--- src/rtl/core/pfx_pkg.sv ---
// ----------------------------------------------------------------------------
// pfx_pkg
// Shared types, sizes and codes of the postfix stack evaluator.
// ----------------------------------------------------------------------------
`default_nettype none

package pfx_pkg;

    localparam int STACK_DEPTH = 16;
    localparam int DATA_W      = 32;
    localparam int DEPTH_W     = 5;
    localparam int STATUS_W    = 2;
    localparam int CODE_W      = 3;
    localparam int CNT_W       = $clog2(STACK_DEPTH + 1);
    localparam int ADDR_W      = $clog2(STACK_DEPTH);
    localparam int DIV_CNT_W   = $clog2(DATA_W);

    localparam logic KIND_OPERAND  = 1'b0;
    localparam logic KIND_OPERATOR = 1'b1;

    localparam logic [CODE_W-1:0] OP_ADD = 3'd0;
    localparam logic [CODE_W-1:0] OP_SUB = 3'd1;
    localparam logic [CODE_W-1:0] OP_MUL = 3'd2;
    localparam logic [CODE_W-1:0] OP_DIV = 3'd3;
    localparam logic [CODE_W-1:0] OP_MOD = 3'd4;

    localparam logic [STATUS_W-1:0] ST_OK        = 2'd0;
    localparam logic [STATUS_W-1:0] ST_UNDERFLOW = 2'd1;
    localparam logic [STATUS_W-1:0] ST_DIVZERO   = 2'd2;
    localparam logic [STATUS_W-1:0] ST_FULL      = 2'd3;

    typedef struct packed {
        logic                     kind;
        logic signed [DATA_W-1:0] operand_value;
        logic [CODE_W-1:0]        operator_code;
        logic                     first_token;
    } t_token;

    typedef struct packed {
        logic signed [DATA_W-1:0] top_value;
        logic [DEPTH_W-1:0]       depth;
        logic [STATUS_W-1:0]      status;
    } t_result;

    // controller -> datapath
    typedef struct packed {
        logic                latch;
        logic                push;
        logic                rd;
        logic                div_start;
        logic                wr_res;
        logic                load_out;
        logic [STATUS_W-1:0] status;
    } t_cmd;

    // datapath -> controller
    typedef struct packed {
        logic is_operand;
        logic full;
        logic underflow;
        logic divzero;
        logic is_divop;
        logic div_done;
    } t_stat;

endpackage

`default_nettype wire

--- src/rtl/core/pfx_ctrl.sv ---
// ----------------------------------------------------------------------------
// pfx_ctrl
// Token sequencer: decode, operand fetch, divide wait, result hand-off.
// ----------------------------------------------------------------------------
`default_nettype none

module pfx_ctrl import pfx_pkg::*; (
    input  wire logic  i_clk,
    input  wire logic  i_rst_n,
    input  wire logic  i_tok_valid,
    output logic       o_tok_ready,
    output logic       o_res_valid,
    input  wire logic  i_res_ready,
    input  wire t_stat i_stat,
    output t_cmd       o_cmd
);

    typedef enum logic [2:0] {
        S_IDLE,
        S_DECODE,
        S_FETCH,
        S_DIVIDE,
        S_DONE
    } t_state;

    t_state              r_state;
    t_state              n_state;
    logic                r_out_valid;
    logic [STATUS_W-1:0] r_status;
    logic [STATUS_W-1:0] n_status;
    logic                out_free;

    assign out_free = !r_out_valid || i_res_ready;

    always_comb begin
        n_state         = r_state;
        n_status        = r_status;
        o_cmd           = '0;
        o_cmd.status    = r_status;
        unique case (r_state)
            S_IDLE: begin
                o_cmd.latch = i_tok_valid;
                if (i_tok_valid) begin
                    n_state = S_DECODE;
                end
            end
            S_DECODE: begin
                n_state  = S_DONE;
                n_status = ST_OK;
                if (i_stat.is_operand) begin
                    if (i_stat.full) begin
                        n_status = ST_FULL;
                    end else begin
                        o_cmd.push = 1'b1;
                    end
                end else if (i_stat.underflow) begin
                    n_status = ST_UNDERFLOW;
                end else if (i_stat.divzero) begin
                    n_status = ST_DIVZERO;
                end else begin
                    o_cmd.rd = 1'b1;
                    n_state  = S_FETCH;
                end
            end
            S_FETCH: begin
                if (i_stat.is_divop) begin
                    o_cmd.div_start = 1'b1;
                    n_state         = S_DIVIDE;
                end else begin
                    o_cmd.wr_res = 1'b1;
                    n_state      = S_DONE;
                end
            end
            S_DIVIDE: begin
                if (i_stat.div_done) begin
                    o_cmd.wr_res = 1'b1;
                    n_state      = S_DONE;
                end
            end
            S_DONE: begin
                // hold here while the previous result is still unclaimed
                if (out_free) begin
                    o_cmd.load_out = 1'b1;
                    n_state        = S_IDLE;
                end
            end
            default: n_state = S_IDLE;
        endcase
    end

    always_ff @(posedge i_clk) begin
        if (!i_rst_n) begin
            r_state     <= S_IDLE;
            r_out_valid <= 1'b0;
            r_status    <= ST_OK;
        end else begin
            r_state  <= n_state;
            r_status <= n_status;
            if (o_cmd.load_out) begin
                r_out_valid <= 1'b1;
            end else if (i_res_ready) begin
                r_out_valid <= 1'b0;
            end
        end
    end

    assign o_tok_ready = (r_state == S_IDLE);
    assign o_res_valid = r_out_valid;

endmodule

`default_nettype wire

--- config.mk ---
export PLATFORM = sky130hd
export DESIGN_NAME = pfx_ctrl
export DESIGN_NICKNAME = d
export VERILOG_FILES = /design/src/rtl/core/pfx_pkg.sv /design/src/rtl/core/pfx_ctrl.sv
export SDC_FILE = /design/constraint.sdc
export NUM_CORES = 1
export LEC_CHECK = 0
export BUFFER_PORTS_ARGS = -buffer_cell sky130_fd_sc_hd__buf_2
export CORE_AREA = 5 5 42 44
export CTS_CLUSTER_SIZE = 10
export DETAILED_ROUTE_END_ITERATION = 6
export DIE_AREA = 0 0 47 49
export PLACE_DENSITY_LB_ADDON = 0.25
export SYNTH_ARGS = -nofsm -noshare
export SYNTH_HDL_FRONTEND = slang
export SYNTH_SLANG_ARGS = --single-unit
--- constraint.sdc ---
create_clock -name i_clk -period 1.7 [get_ports i_clk]
set_clock_uncertainty 0.05 [all_clocks]
set_input_delay 0.17 -clock i_clk [delete_from_list [all_inputs] [get_ports i_clk]]
set_output_delay 0.17 -clock i_clk [all_outputs]
set_load 0.02 [all_outputs]
==> metrics.yaml, run 1 <==
layout:
  layout_commonest_cell: "buf_2"
  instances_no_fill: 85
  nets: 81
  drive_above_1_share_pct: 47.8
  most-common-layout-cells: "buf_2 (18), nor2_1 (8), nand2_1 (5)"
  fin_area_um2: 515
  area_growth_pct: 38.3
  fillers: 162
  antennaDiodeCount: 0
  ff_latch_area_um2: 126
  multi_input_area_um2: 230
die:
  ios: 20
  dieArea_um2: 2300
  dieHeight_um: 49
  fp-row-count: 14
  start_util_pct: 26.6
  die_w_um: 47
  core_um2: 1400
critical_path:
  ff2ff_path_depth: 3
  start_kind: "flip-flop"
  rrSetupSlack_ps: 360
  crit_family: "simple AND/OR/NAND/NOR gates"
  rr_endpoint: "r_state[2]"
  crit_fanout: 11
  path_class: "flip-flop to primary output"
  crit_slowest_cell: "or3_2"
  cp_num_buf_inv: 2
  crit_path_cell_trace: "or3_2 -> inv_1 -> and2_1 -> buf_4"
  arrival_ps: 1420
  end_kind: "primary output"
  worstPathRequired_ps: 1480
  cpPeakStageDelay_ps: 490
  worst-path-stages: 4
  cp-endpoint: "o_cmd[7]"
  crit_start: "r_state[2]"
  r2r_start: "r_state[2]"
grt:
  antenna_found_initial: 0
  grt_pass1_vias: 357
  grt_usage_pct: 8.68
  grt_max_degree: 12
  grt_remaining_overflow: 0
  grt_pass1_wl_mm: 1.42
sta:
  period_share_pct: 96.7
  fin_crit_ps: 1640
  worst_pin_slew_ps: 324
  hold_viol_final: 0
  timing.fmax_mhz: 608
  setup_viol: 0
  slew_headroom_pct: 78.2
  slew_violations: 0
clocking:
  clkTransAtPathRegs_ps: 40
  clockBufferDepth: 2
  cts_tree: "built"
  ctsRootBufferMaster: "clkbuf_4"
  clock_sinks: 6
  clock_latency_ps: 240
  h-tree-depth: 1
  postCtsHoldBufs: 0
  cts_buffers: 3
place:
  io_buffers: 19
  dp_hpwl_um: 705
  postPlaceCellArea_um2: 484
  gp_congestion: 0.689
  dp.cells: 82
synthesis:
  ys.flop_type: "dfxtp_1"
  synth_seq_area_share_pct: 32.2
  synthCells: 47
  synth.avg_cell_area_um2: 7.93
  synth_top_area_share_pct: 32.2
  synth_area_leaders: "dfxtp_1 (32%), nor2_1 (8.1%), nand2_1 (5.0%)"
  syn_area_um2: 373
  async_reset_ff_share_pct: 0
  ys_warn_count: 0
  synth-seq-cells: 6
  ys_types: 25
  syn_nets: 57
  synth_top_area_cell: "dfxtp_1"
  synth_edf_count: 0
power:
  vdd_drop_max_mv: 0.322
  power.density_cell_area_nw_per_um2: 800
  p_leak_uw: 0.000270
min_path:
  worstHoldPathType: "input port to flip-flop"
outcome:
  status: "finished clean"
detailed_routing:
  wl_um: 866
  viasPerCell: 4.68
  routedWlPerCell_um: 10.2
  via_count: 398
  drc: 0
  drt_pass1_iterations: 4
  ant_nets: 0
  first_iter_violations: 5
flow_run:
  maxCapViolCount: 0
registers in the layout, indices dropped and copies added (netlist names):
name and count:
r_status 2, o_res_valid 1, r_state 3
final cells by class:
cell class                      instances  area share, %
Sequential cell                         6           24.5
Inverter                                3           2.18
Multi-Input combinational cell         37           44.7
Clock buffer                            3           4.37
Timing Repair Buffer                   20           20.4
Tap cell                               16           3.88
worst min-delay path by stage:
stage	endpoint	cells after the start	startpoint
floorplan	o_res_valid	1	i_rst_n
global placement	r_status[1]	3	i_stat[2]
detailed placement	r_status[1]	3	i_stat[2]
CTS	r_status[0]	2	i_rst_n
global route	r_status[0]	2	i_rst_n
finish	r_status[1]	3	i_stat[2]
Yosys cell counts, types with 2 or more instances:
cell	count
and2b_2	2
o21ai_0	2
inv_1	2
nor3_1	2
nor2_1	8
a21oi_1	3
nand2_1	5
dfxtp_1	6
through the flow:
stage	setup TNS [ps]	worst slack (ps)	hold WS, ps	total power (uW)	utilization, %
2_1_floorplan	0	148	248	245	-
3_5_place_dp	0	240	413	287	34.6
4_1_cts	0	30.7	165	420	36.3
5_1_grt	-2.61	-2.61	185	446	36.8
6_report	0	55.3	175	412	36.8
3_3_place_gp	0	261	417	287	34.6
cells by family (layout without fill, tap and decap cells):
logic type	Yosys count	after routing	synth area share, %
AND/OR/NAND/NOR	25	25	36.6
AO/OA/AOI/OAI	11	11	22.5
buffers and inverters	4	26	6.04
flip-flops	6	6	32.2
multiplexers	1	1	2.68
metal layers:
metal | wire length (um) | global-route usage (%)
met1 | 391 | 9.96
met2 | 408 | 11.8
met3 | 62 | 5.17
met4 | 4 | 5.53
met5 | 0 | 0
where the power goes:
part / internal [uW] / total, uW / switching, uW / leakage [uW]
sequential: 154 / 166 / 11.8 / 0.0000506
combinational: 54.7 / 121 / 66.0 / 0.000206
clock: 79.5 / 126 / 46.4 / 0.0000138
tightest hold or removal path, stage by stage:
cell      delay, ps
buf_2            90
a221oi_1         70
nor2_1           90
timing repair:
item / in CTS / in global routing
setup buffers: 0 / 0
endpoints found under the setup margin: 1 / 2
resized for setup: 1 / 4
(Power assumes the default switching activity.)
==> run 2, diff against run 1 <==
--- a/config.mk
+++ b/config.mk
@@ -6,11 +6,14 @@
 export NUM_CORES = 1
 export LEC_CHECK = 0
 export BUFFER_PORTS_ARGS = -buffer_cell sky130_fd_sc_hd__buf_2
+export CELL_PAD_IN_SITES_DETAIL_PLACEMENT = 1
+export CELL_PAD_IN_SITES_GLOBAL_PLACEMENT = 1
 export CORE_AREA = 5 5 42 44
 export CTS_CLUSTER_SIZE = 10
 export DETAILED_ROUTE_END_ITERATION = 6
 export DIE_AREA = 0 0 47 49
 export PLACE_DENSITY_LB_ADDON = 0.25
+export SLEW_MARGIN = 0
 export SYNTH_ARGS = -nofsm -noshare
 export SYNTH_HDL_FRONTEND = slang
 export SYNTH_SLANG_ARGS = --single-unit
==> constraint.sdc (replaced) <==
create_clock -name i_clk -period 1.9 [get_ports i_clk]
set_clock_uncertainty 0.05 [all_clocks]
set_input_delay 0.19 -clock i_clk [delete_from_list [all_inputs] [get_ports i_clk]]
set_output_delay 0.19 -clock i_clk [all_outputs]
set_load 0.02 [all_outputs]
==> run 2 against run 1 <==
Sequential power decreased by 11%. Utilization decreased by 1.2 points. Final area decreased by 3.2%. Combinational power decreased by 15%. Total power decreased by 9.6%. Non-clock buffer count decreased by 1. Cell count decreased by 1.2%. Via count increased by 0.50%. Count of clock-buffer cells in the layout unchanged. Largest cell class unchanged. Largest power group unchanged. Highest routed layer unchanged.
==> metrics.yaml, run 2 (synthesis results as in run 1) <==
outcome:
  status: "finished clean"
die:
  fp-row-count: 14
  start_util_pct: 26.6
  die_w_um: 47
  dieHeight_um: 49
  ios: 20
  core_um2: 1400
  dieArea_um2: 2300
grt:
  grt_usage_pct: 10.5
  grt_max_degree: 12
  grt_remaining_overflow: 0
  grt_pass1_vias: 417
  antenna_found_initial: 0
  grt_pass1_wl_mm: 1.74
sta:
  worst_pin_slew_ps: 399
  final.setup.tns_ps: 0
  timing.fmax_mhz: 570
  setup_viol: 0
  period_share_pct: 92.3
  fin_crit_ps: 1750
  rsz0062_at_grt: "no"
  fin_ws_ps: 147
  hold_viol_final: 0
  slew_violations: 0
  slew_headroom_pct: 73.2
layout:
  area_growth_pct: 33.9
  layout_commonest_cell: "buf_2"
  antennaDiodeCount: 0
  ff_latch_area_um2: 120
  largest_reg_flops: 3
  multi_input_area_um2: 230
  top_register: "r_state"
  drive_above_1_share_pct: 42.6
  nets: 80
  fillers: 192
  most-common-layout-cells: "buf_2 (19), nor2_1 (8), dfxtp_1 (6)"
critical_path:
  worstPathRequired_ps: 1660
  r2r_start: "r_state[2]"
  ff2ff_path_depth: 3
  crit_fanout: 11
  crit_start: "r_state[2]"
  arrival_ps: 1510
  cp-endpoint: "o_cmd[7]"
  start_kind: "flip-flop"
  path_class: "flip-flop to primary output"
  rrSetupSlack_ps: 500
  end_kind: "primary output"
  rr_endpoint: "r_state[2]"
power:
  p_leak_uw: 0.000263
  power.density_cell_area_nw_per_um2: 746
  vdd_drop_max_mv: 0.424
detailed_routing:
  routed-wl-met2_um: 421
  wl_um: 980
  dr.max_layer_used: "met4"
  first_iter_violations: 1
  route.layer.met1.wl_um: 480
  via_count: 400
  drt_pass1_iterations: 2
  ant_nets: 0
  drc: 0
  routedWlPerCell_um: 11.7
  wl_met3_um: 38
  viasPerCell: 4.76
flow_run:
  maxCapViolCount: 0
min_path:
  worstHoldPathType: "input port to flip-flop"
clocking:
  clockBufferDepth: 2
  cts_tree: "built"
  clock_sinks: 6
  h-tree-depth: 1
  clkTransAtPathRegs_ps: 50
  cts_setup_buffers: 0
  cts_resized: 0
  clock_latency_ps: 250
  postCtsHoldBufs: 0
  cts_buffers: 3
  ctsRootBufferMaster: "clkbuf_4"
place:
  dp_hpwl_um: 794
  io_buffers: 19
  gp_congestion: 0.708
  place_ws_ps: 407
run 2: cell types whose count changed in the layout (fill, tap and decap cells not counted):
cell     delta
dfxtp_4     -1
buf_2       +1
dfxtp_2     -2
buf_4       -2
dfxtp_1     +3
run 2: power by group:
| part | switching [uW] | internal, uW |
|---|---|---|
| Combinational | 58.9 | 44.0 |
| Sequential | 11.3 | 137 |
| Clock | 49.4 | 71.7 |
| Total | 120 | 253 |
run 2: metal layers:
metal  up-vias  GRT usage [%]
met5         -              0
met4         0           8.29
met3         5           3.32
met2        11           14.7
met1       179           12.6
li1        205              -
run 2: layout make-up:
class	count	share of cell area, %
flip-flops and latches	6	24.1
inverters	3	2.26
repair buffers	19	19.0
clock buffers	3	4.51
well taps	16	4.01
multi-input cells	37	46.1
run 2: critical path, stage by stage, from the launching register on:
cell,delay [ps]
dfxtp_1,400
or3_2,520
inv_1,70
and2_1,110
buf_2,150
run 2: metrics by stage:
| step | hold slack [ps] | power, uW | cells | util [%] | instance area, um2 |
|---|---|---|---|---|---|
| 6_report | 175 | 372 | 84 | 35.6 | 499 |
| 5_1_grt | 172 | 409 | 84 | 35.6 | 499 |
| 4_1_cts | 166 | 381 | 84 | 35.6 | 499 |
| 3_5_place_dp | 425 | 255 | 81 | 34.0 | 477 |
| 3_3_place_gp | 432 | 254 | 81 | 34.0 | 477 |
| 2_1_floorplan | 268 | 220 | 47 | - | 373 |
run 2: how the worst min path moves through the flow:
stage               from     endpoint  cells past startpoint
6_report         i_rst_n  r_status[0]                      2
3_5_place_dp   i_stat[2]  r_status[1]                      3
3_3_place_gp   i_stat[2]  r_status[1]                      3
2_1_floorplan    i_rst_n  o_res_valid                      1
5_1_grt          i_rst_n  r_status[0]                      2
4_1_cts          i_rst_n  r_status[0]                      2
