`src/rtl/core/pfx_pkg.sv`:
```
// ----------------------------------------------------------------------------
// pfx_pkg
// Shared types, sizes and codes of the postfix stack evaluator.
// ----------------------------------------------------------------------------
`default_nettype none

package pfx_pkg;

    localparam int STACK_DEPTH = 16;
    localparam int DATA_W      = 32;
    localparam int DEPTH_W     = 5;
    localparam int STATUS_W    = 2;
    localparam int CODE_W      = 3;
    localparam int CNT_W       = $clog2(STACK_DEPTH + 1);
    localparam int ADDR_W      = $clog2(STACK_DEPTH);
    localparam int DIV_CNT_W   = $clog2(DATA_W);

    localparam logic KIND_OPERAND  = 1'b0;
    localparam logic KIND_OPERATOR = 1'b1;

    localparam logic [CODE_W-1:0] OP_ADD = 3'd0;
    localparam logic [CODE_W-1:0] OP_SUB = 3'd1;
    localparam logic [CODE_W-1:0] OP_MUL = 3'd2;
    localparam logic [CODE_W-1:0] OP_DIV = 3'd3;
    localparam logic [CODE_W-1:0] OP_MOD = 3'd4;

    localparam logic [STATUS_W-1:0] ST_OK        = 2'd0;
    localparam logic [STATUS_W-1:0] ST_UNDERFLOW = 2'd1;
    localparam logic [STATUS_W-1:0] ST_DIVZERO   = 2'd2;
    localparam logic [STATUS_W-1:0] ST_FULL      = 2'd3;

    typedef struct packed {
        logic                     kind;
        logic signed [DATA_W-1:0] operand_value;
        logic [CODE_W-1:0]        operator_code;
        logic                     first_token;
    } t_token;

    typedef struct packed {
        logic signed [DATA_W-1:0] top_value;
        logic [DEPTH_W-1:0]       depth;
        logic [STATUS_W-1:0]      status;
    } t_result;

    // controller -> datapath
    typedef struct packed {
        logic                latch;
        logic                push;
        logic                rd;
        logic                div_start;
        logic                wr_res;
        logic                load_out;
        logic [STATUS_W-1:0] status;
    } t_cmd;

    // datapath -> controller
    typedef struct packed {
        logic is_operand;
        logic full;
        logic underflow;
        logic divzero;
        logic is_divop;
        logic div_done;
    } t_stat;

endpackage

`default_nettype wire

```
`src/rtl/core/pfx_div.sv`:
```
// ----------------------------------------------------------------------------
// pfx_div
// Iterative signed divider, one quotient bit per cycle, truncating.
// ----------------------------------------------------------------------------
`default_nettype none

module pfx_div import pfx_pkg::*; (
    input  wire logic                     i_clk,
    input  wire logic                     i_rst_n,
    input  wire logic                     i_start,
    input  wire logic signed [DATA_W-1:0] i_dividend,
    input  wire logic signed [DATA_W-1:0] i_divisor,
    output logic                          o_done,
    output logic signed [DATA_W-1:0]      o_quot,
    output logic signed [DATA_W-1:0]      o_rem
);

    logic                 r_busy;
    logic                 r_done;
    logic [DIV_CNT_W-1:0] r_cnt;
    logic [DATA_W-1:0]    r_rem;
    logic [DATA_W-1:0]    r_quo;
    logic [DATA_W-1:0]    r_dvs;
    logic                 r_neg_q;
    logic                 r_neg_r;

    logic [DATA_W-1:0] mag_a;
    logic [DATA_W-1:0] mag_b;
    logic [DATA_W:0]   rem_sh;
    logic [DATA_W:0]   diff;

    // magnitudes as unsigned; most negative value maps to 2^31
    assign mag_a  = i_dividend[DATA_W-1] ? -i_dividend : i_dividend;
    assign mag_b  = i_divisor[DATA_W-1]  ? -i_divisor  : i_divisor;
    assign rem_sh = {r_rem, r_quo[DATA_W-1]};
    assign diff   = rem_sh - {1'b0, r_dvs};

    always_ff @(posedge i_clk) begin
        if (!i_rst_n) begin
            r_busy <= 1'b0;
            r_done <= 1'b0;
            r_cnt  <= '0;
        end else begin
            r_done <= 1'b0;
            if (i_start) begin
                r_busy <= 1'b1;
                r_cnt  <= '0;
            end else if (r_busy) begin
                r_cnt <= r_cnt + DIV_CNT_W'(1);
                if (r_cnt == DIV_CNT_W'(DATA_W - 1)) begin
                    r_busy <= 1'b0;
                    r_done <= 1'b1;
                end
            end
        end
    end

    always_ff @(posedge i_clk) begin
        if (i_start) begin
            r_rem   <= '0;
            r_quo   <= mag_a;
            r_dvs   <= mag_b;
            r_neg_q <= i_dividend[DATA_W-1] ^ i_divisor[DATA_W-1];
            r_neg_r <= i_dividend[DATA_W-1];
        end else if (r_busy) begin
            r_rem <= diff[DATA_W] ? rem_sh[DATA_W-1:0] : diff[DATA_W-1:0];
            r_quo <= {r_quo[DATA_W-2:0], ~diff[DATA_W]};
        end
    end

    assign o_done = r_done;
    assign o_quot = r_neg_q ? -r_quo : r_quo;
    assign o_rem  = r_neg_r ? -r_rem : r_rem;

endmodule

`default_nettype wire

```
`src/rtl/core/pfx_dpath.sv`:
```
// ----------------------------------------------------------------------------
// pfx_dpath
// Stack memory, cached top, entry count, ALU, divider and output register.
// ----------------------------------------------------------------------------
`default_nettype none

module pfx_dpath import pfx_pkg::*; (
    input  wire logic   i_clk,
    input  wire logic   i_rst_n,
    input  wire t_token i_tok,
    input  wire t_cmd   i_cmd,
    output t_stat       o_stat,
    output t_result     o_res
);

    localparam int EXT_W = CNT_W + DEPTH_W;

    logic signed [DATA_W-1:0] mem [STACK_DEPTH];

    t_token                   r_tok;
    logic [CNT_W-1:0]         r_count;
    logic signed [DATA_W-1:0] r_top;
    logic signed [DATA_W-1:0] r_rd;
    t_result                  r_out;

    logic [CNT_W-1:0]         cnt_m2;
    logic [ADDR_W-1:0]        addr_a;
    logic [ADDR_W-1:0]        waddr;
    logic signed [DATA_W-1:0] wdata;
    logic signed [DATA_W-1:0] alu;
    logic signed [DATA_W-1:0] res;
    logic                     is_divop;
    logic                     div_done;
    logic signed [DATA_W-1:0] quot;
    logic signed [DATA_W-1:0] rem;
    logic [EXT_W-1:0]         cnt_ext;

    assign cnt_m2   = r_count - CNT_W'(2);
    assign addr_a   = cnt_m2[ADDR_W-1:0];
    assign is_divop = (r_tok.operator_code == OP_DIV) || (r_tok.operator_code == OP_MOD);

    // b is the cached top, a comes from the registered memory read
    always_comb begin
        case (r_tok.operator_code)
            OP_ADD:  alu = r_rd + r_top;
            OP_SUB:  alu = r_rd - r_top;
            OP_MUL:  alu = r_rd * r_top;
            default: alu = '0;
        endcase
    end

    always_comb begin
        if (is_divop) begin
            res = (r_tok.operator_code == OP_DIV) ? quot : rem;
        end else begin
            res = alu;
        end
    end

    assign waddr = i_cmd.push ? r_count[ADDR_W-1:0] : addr_a;
    assign wdata = i_cmd.push ? r_tok.operand_value : res;

    pfx_div u_div (
        .i_clk      (i_clk),
        .i_rst_n    (i_rst_n),
        .i_start    (i_cmd.div_start),
        .i_dividend (r_rd),
        .i_divisor  (r_top),
        .o_done     (div_done),
        .o_quot     (quot),
        .o_rem      (rem)
    );

    always_ff @(posedge i_clk) begin
        if (i_cmd.push || i_cmd.wr_res) begin
            mem[waddr] <= wdata;
        end
        if (i_cmd.rd) begin
            r_rd <= mem[addr_a];
        end
    end

    always_ff @(posedge i_clk) begin
        if (!i_rst_n) begin
            r_count <= '0;
        end else if (i_cmd.latch) begin
            r_count <= i_tok.first_token ? '0 : r_count;
        end else if (i_cmd.push) begin
            r_count <= r_count + CNT_W'(1);
        end else if (i_cmd.wr_res) begin
            r_count <= r_count - CNT_W'(1);
        end
    end

    assign cnt_ext = EXT_W'(r_count);

    always_ff @(posedge i_clk) begin
        if (i_cmd.latch) begin
            r_tok <= i_tok;
        end
        if (i_cmd.push || i_cmd.wr_res) begin
            r_top <= wdata;
        end
        if (i_cmd.load_out) begin
            r_out.top_value <= (r_count != '0) ? r_top : '0;
            r_out.depth     <= cnt_ext[DEPTH_W-1:0];
            r_out.status    <= i_cmd.status;
        end
    end

    always_comb begin
        o_stat.is_operand = (r_tok.kind == KIND_OPERAND);
        o_stat.full       = (r_count >= CNT_W'(STACK_DEPTH));
        o_stat.underflow  = (r_count < CNT_W'(2));
        o_stat.divzero    = is_divop && (r_top == '0);
        o_stat.is_divop   = is_divop;
        o_stat.div_done   = div_done;
    end

    assign o_res = r_out;

endmodule

`default_nettype wire

```
`config.mk`:
```
export PLATFORM = sky130hd
export DESIGN_NAME = pfx_dpath
export DESIGN_NICKNAME = d
export VERILOG_FILES = /design/src/rtl/core/pfx_pkg.sv /design/src/rtl/core/pfx_div.sv /design/src/rtl/core/pfx_dpath.sv
export SDC_FILE = /design/constraint.sdc
export NUM_CORES = 2
export LEC_CHECK = 0
export BUFFER_PORTS_ARGS = -buffer_cell sky130_fd_sc_hd__clkbuf_2
export CELL_PAD_IN_SITES_DETAIL_PLACEMENT = 0
export CELL_PAD_IN_SITES_GLOBAL_PLACEMENT = 1
export CORE_UTILIZATION = 36
export CTS_BUF_LIST = sky130_fd_sc_hd__clkbuf_2 sky130_fd_sc_hd__clkbuf_4 sky130_fd_sc_hd__clkbuf_8
export DETAILED_ROUTE_END_ITERATION = 10
export GPL_TIMING_DRIVEN = 0
export PLACE_DENSITY = 0.59
export SETUP_SLACK_MARGIN = 0.15
export SLEW_MARGIN = 10
export SYNTH_ARGS = -nofsm -noshare
export SYNTH_HDL_FRONTEND = slang
export SYNTH_SLANG_ARGS = --single-unit
```
`constraint.sdc`:
```
create_clock -name i_clk -period 11.2 [get_ports i_clk]
set_input_delay 1.68 -clock i_clk [delete_from_list [all_inputs] [get_ports i_clk]]
set_output_delay 1.68 -clock i_clk [all_outputs]
set_load 0.01 [all_outputs]
```
==> results.sh <==
export IMPL_status="finished clean"
export IMPL_yosysSeqAreaShare_pct=43.5
export IMPL_synthSimpleGateAreaFrac_pct=10.5
export IMPL_fmax_mhz=92.7
export IMPL_grt_pass1_wl_mm=255
export IMPL_die_area_um2=145000
export IMPL_drc_errors=0
export IMPL_syn_to_final_growth_pct=12.3
export IMPL_path_class="register to register"
export IMPL_rr_endpoint="mem[6][25]"
export IMPL_grt_pass1_vias=34795
export IMPL_start_kind="register"
export IMPL_syn_avg_cell_area_um2=12.3
export IMPL_grt_max_degree=44
export IMPL_min_path_cells=0
export IMPL_row_count=138
export IMPL_grt_ovfl_total=0
export IMPL_slew_limit_headroom_pct=6.80
export IMPL_cts_buffers=135
export IMPL_htreeDepth=4
export IMPL_start_util_pct=36.3
export IMPL_synth_top_family_by_area="adder cells"
export IMPL_hold_buffers=0
export IMPL_hold_path_class="register to register"
export IMPL_cts_sinks=761
export IMPL_synth_flop_cell="edfxtp_1"
export IMPL_via_per_inst=5.26
export IMPL_dp_hpwl_mm=137
export IMPL_clk_pin_slew_ns=0.06
export IMPL_rsz0062_at_grt="false"
export IMPL_grt_total_usage_pct=24.8
export IMPL_synth_top_area_cell="edfxtp_1"
export IMPL_tightest_slew_ns=1.40
export IMPL_synthXorXnorAreaFrac_pct=4.89
export IMPL_ant_nets=0
export IMPL_dr_first_iter_drc_count=2735
export IMPL_cp_required_ns=11.74
export IMPL_synth_edff_count=717
export IMPL_synth_compound_area_share_pct=6.59
export IMPL_reg2reg_slack_ns=0.41
export IMPL_syn_area_um2=51500
export IMPL_dr_pass1_iters=6
export IMPL_cts_setup_buffers=0
export IMPL_nNetsFinal=5144
export IMPL_antenna_found_initial=19
export IMPL_setup_viol=0
export IMPL_fin_util_pct=40.8
export IMPL_timing_setup_tns_ns=0
export IMPL_drv_cap=0
export IMPL_layout_drive_gt1_share_pct=12.6
export IMPL_clk_latency_ns=0.85
export IMPL_die_h_um=380
export IMPL_min_from="r_count[3]"
export IMPL_die_w_um=380
export IMPL_cts_resized=0
export IMPL_synth_common_cells="717 x edfxtp_1, 487 x inv_1, 411 x fa_1, 360 x and2_1, 355 x nand2_1"
export IMPL_top_level_ports=92
export IMPL_rr_worst_depth=27
export IMPL_skew_ns=0.0392
export IMPL_buffer_ports_inserted=91
export IMPL_yosysUniqueCellTypes=81
export IMPL_crit_path_end_kind="register"
export IMPL_finalCritPeriodShare_pct=96.3
export IMPL_drv_slew=0
export IMPL_hold_viol=0
export IMPL_r2r_start="r_rd[1]"
export IMPL_cts_tree="built"
export IMPL_syn_nets=4877
export IMPL_cts_root_buf="clkbuf_8"
export IMPL_yosys_register_bits=761
export IMPL_syn_inst=4191
export IMPL_drt_total_wl_mm=178
export IMPL_coreArea_um2=142000
export IMPL_yosys_warnings=0
export IMPL_crit_fanout=17
export IMPL_synth_area_leaders="edfxtp_1 42%, fa_1 16%, mux4_2 7.0%"
export IMPL_synthMuxAreaShare_pct=7.70
export IMPL_hold_end="o_res[5]"
export IMPL_fin_crit_ns=10.79
export IMPL_synth_most_common_cell="edfxtp_1"
export IMPL_synthAdderAreaFrac_pct=21.5
export IMPL_wl_per_cell_um=27.6
export IMPL_cp_arrival_ns=11.33
export IMPL_synth_top_cell_area_share_pct=41.8
export IMPL_ctsLongestPathBuffers=3
export IMPL_synthArstFlopShare_pct=0
export IMPL_gp_congestion=0.938
export IMPL_vias=33939
registers in the layout, indices dropped and copies added (netlist names), 5 cells and up:
| register | flops |
|---|---|
| mem | 512 |
| r_tok | 36 |
| u_div.r_dvs | 32 |
| o_res | 39 |
| r_rd | 32 |
| u_div.r_quo | 32 |
| r_top | 32 |
| r_count | 5 |
| u_div.r_cnt | 5 |
| u_div.r_rem | 32 |
metal layers:
layer | GRT usage, % | vias up | routed length (um)
met5 | 0 | - | 13
met4 | 10.2 | 2 | 7920
met3 | 3.93 | 282 | 10200
met2 | 40.3 | 1067 | 84800
met1 | 33.0 | 17573 | 75500
li1 | - | 15015 | -
cell families (layout without fill, tap and decap cells):
group	Yosys count	in the layout
AO/OA/AOI/OAI	526	526
XOR/XNOR	287	287
adder cells (fa/ha/maj)	639	639
buffers and inverters	717	1079
flip-flops	761	761
multiplexers	196	196
other	0	15
AND/OR/NAND/NOR	1065	1065
cell type report:
type	count	area [um2]
Antenna cell	15	37.5
Buffer	230	892
Clock buffer	176	2190
Clock inverter	56	439
Fill cell	13538	83900
Inverter	487	1830
Multi-Input combinational cell	2713	26600
Sequential cell	761	22400
Tap cell	1890	2360
Timing Repair Buffer	130	1090
worst max-delay path, stage by stage (launching register included):
cell      delay [ns]
edfxtp_1        0.68
clkbuf_1        0.78
clkbuf_1        0.96
nand2_1         0.18
fa_1            0.61
inv_1           0.07
fa_1            0.38
fa_1            0.50
inv_1           0.05
fa_1            0.47
inv_1           0.04
ha_1            0.27
ha_1            0.30
fa_1            0.49
inv_1           0.06
fa_1            0.49
inv_1           0.04
ha_1            0.34
o21ai_0         0.14
nor2_1          0.12
a31oi_1         0.21
o21ai_0         0.72
nand2_1         0.16
nand2_1         0.14
a21oi_1         0.08
xor2_1          0.26
a222oi_1        1.19
a22o_1          0.70
layout by cell type (no fill, tap or decap), types with 16 or more instances in the layout:
| master | Yosys | final |
|---|---|---|
| clkinv_1 | 0 | 26 |
| clkbuf_1 | 206 | 203 |
| mux2i_1 | 33 | 33 |
| mux4_2 | 160 | 160 |
| nor2b_1 | 50 | 50 |
| dfxtp_1 | 44 | 44 |
| nand3_1 | 24 | 24 |
| or3_1 | 29 | 29 |
| o21a_1 | 19 | 19 |
| nand2b_1 | 17 | 17 |
| and2_1 | 360 | 360 |
| o21ai_0 | 128 | 116 |
| xnor2_1 | 156 | 156 |
| nor3_1 | 18 | 18 |
| inv_1 | 487 | 485 |
| nand2_1 | 355 | 355 |
| xor2_1 | 130 | 130 |
| o31ai_1 | 48 | 44 |
| clkbuf_4 | 0 | 39 |
| clkbuf_2 | 0 | 92 |
| edfxtp_1 | 717 | 717 |
| nor2_4 | 0 | 16 |
| a211oi_1 | 26 | 25 |
| ha_1 | 228 | 228 |
| clkbuf_8 | 0 | 139 |
| a21oi_1 | 133 | 127 |
| a21o_1 | 31 | 31 |
| nor2_1 | 150 | 133 |
| buf_1 | 17 | 17 |
| fa_1 | 411 | 411 |
stage by stage:
step           hold slack (ns)  setup slack (ns)  cell area (um2)  std cells
2_1_floorplan            0.424              3.23            51500       4191
3_3_place_gp             0.456            -0.533            54300       6172
3_5_place_dp             0.464             0.604            55200       6211
4_1_cts                  0.474             0.598            57800       6443
5_1_grt                  0.501             0.280            57800       6446
6_report                 0.478             0.410            57900       6458
how the worst max path moves through the flow:
stage | slack, ns | from | cells after the start | endpoint
after global placement | -0.53 | r_rd[3] | 27 | mem[8][31]
after CTS | 0.60 | r_rd[4] | 27 | mem[6][25]
final | 0.41 | r_rd[1] | 27 | mem[6][25]
after detailed placement | 0.60 | r_rd[4] | 27 | mem[6][25]
after global routing | 0.28 | r_rd[4] | 27 | mem[6][25]
after floorplan | 3.23 | r_top[8] | 23 | mem[0][31]
Power is left out: the tool's default activity adds up to more than one toggle a clock period on the data nets, which glitch-free logic cannot reach.
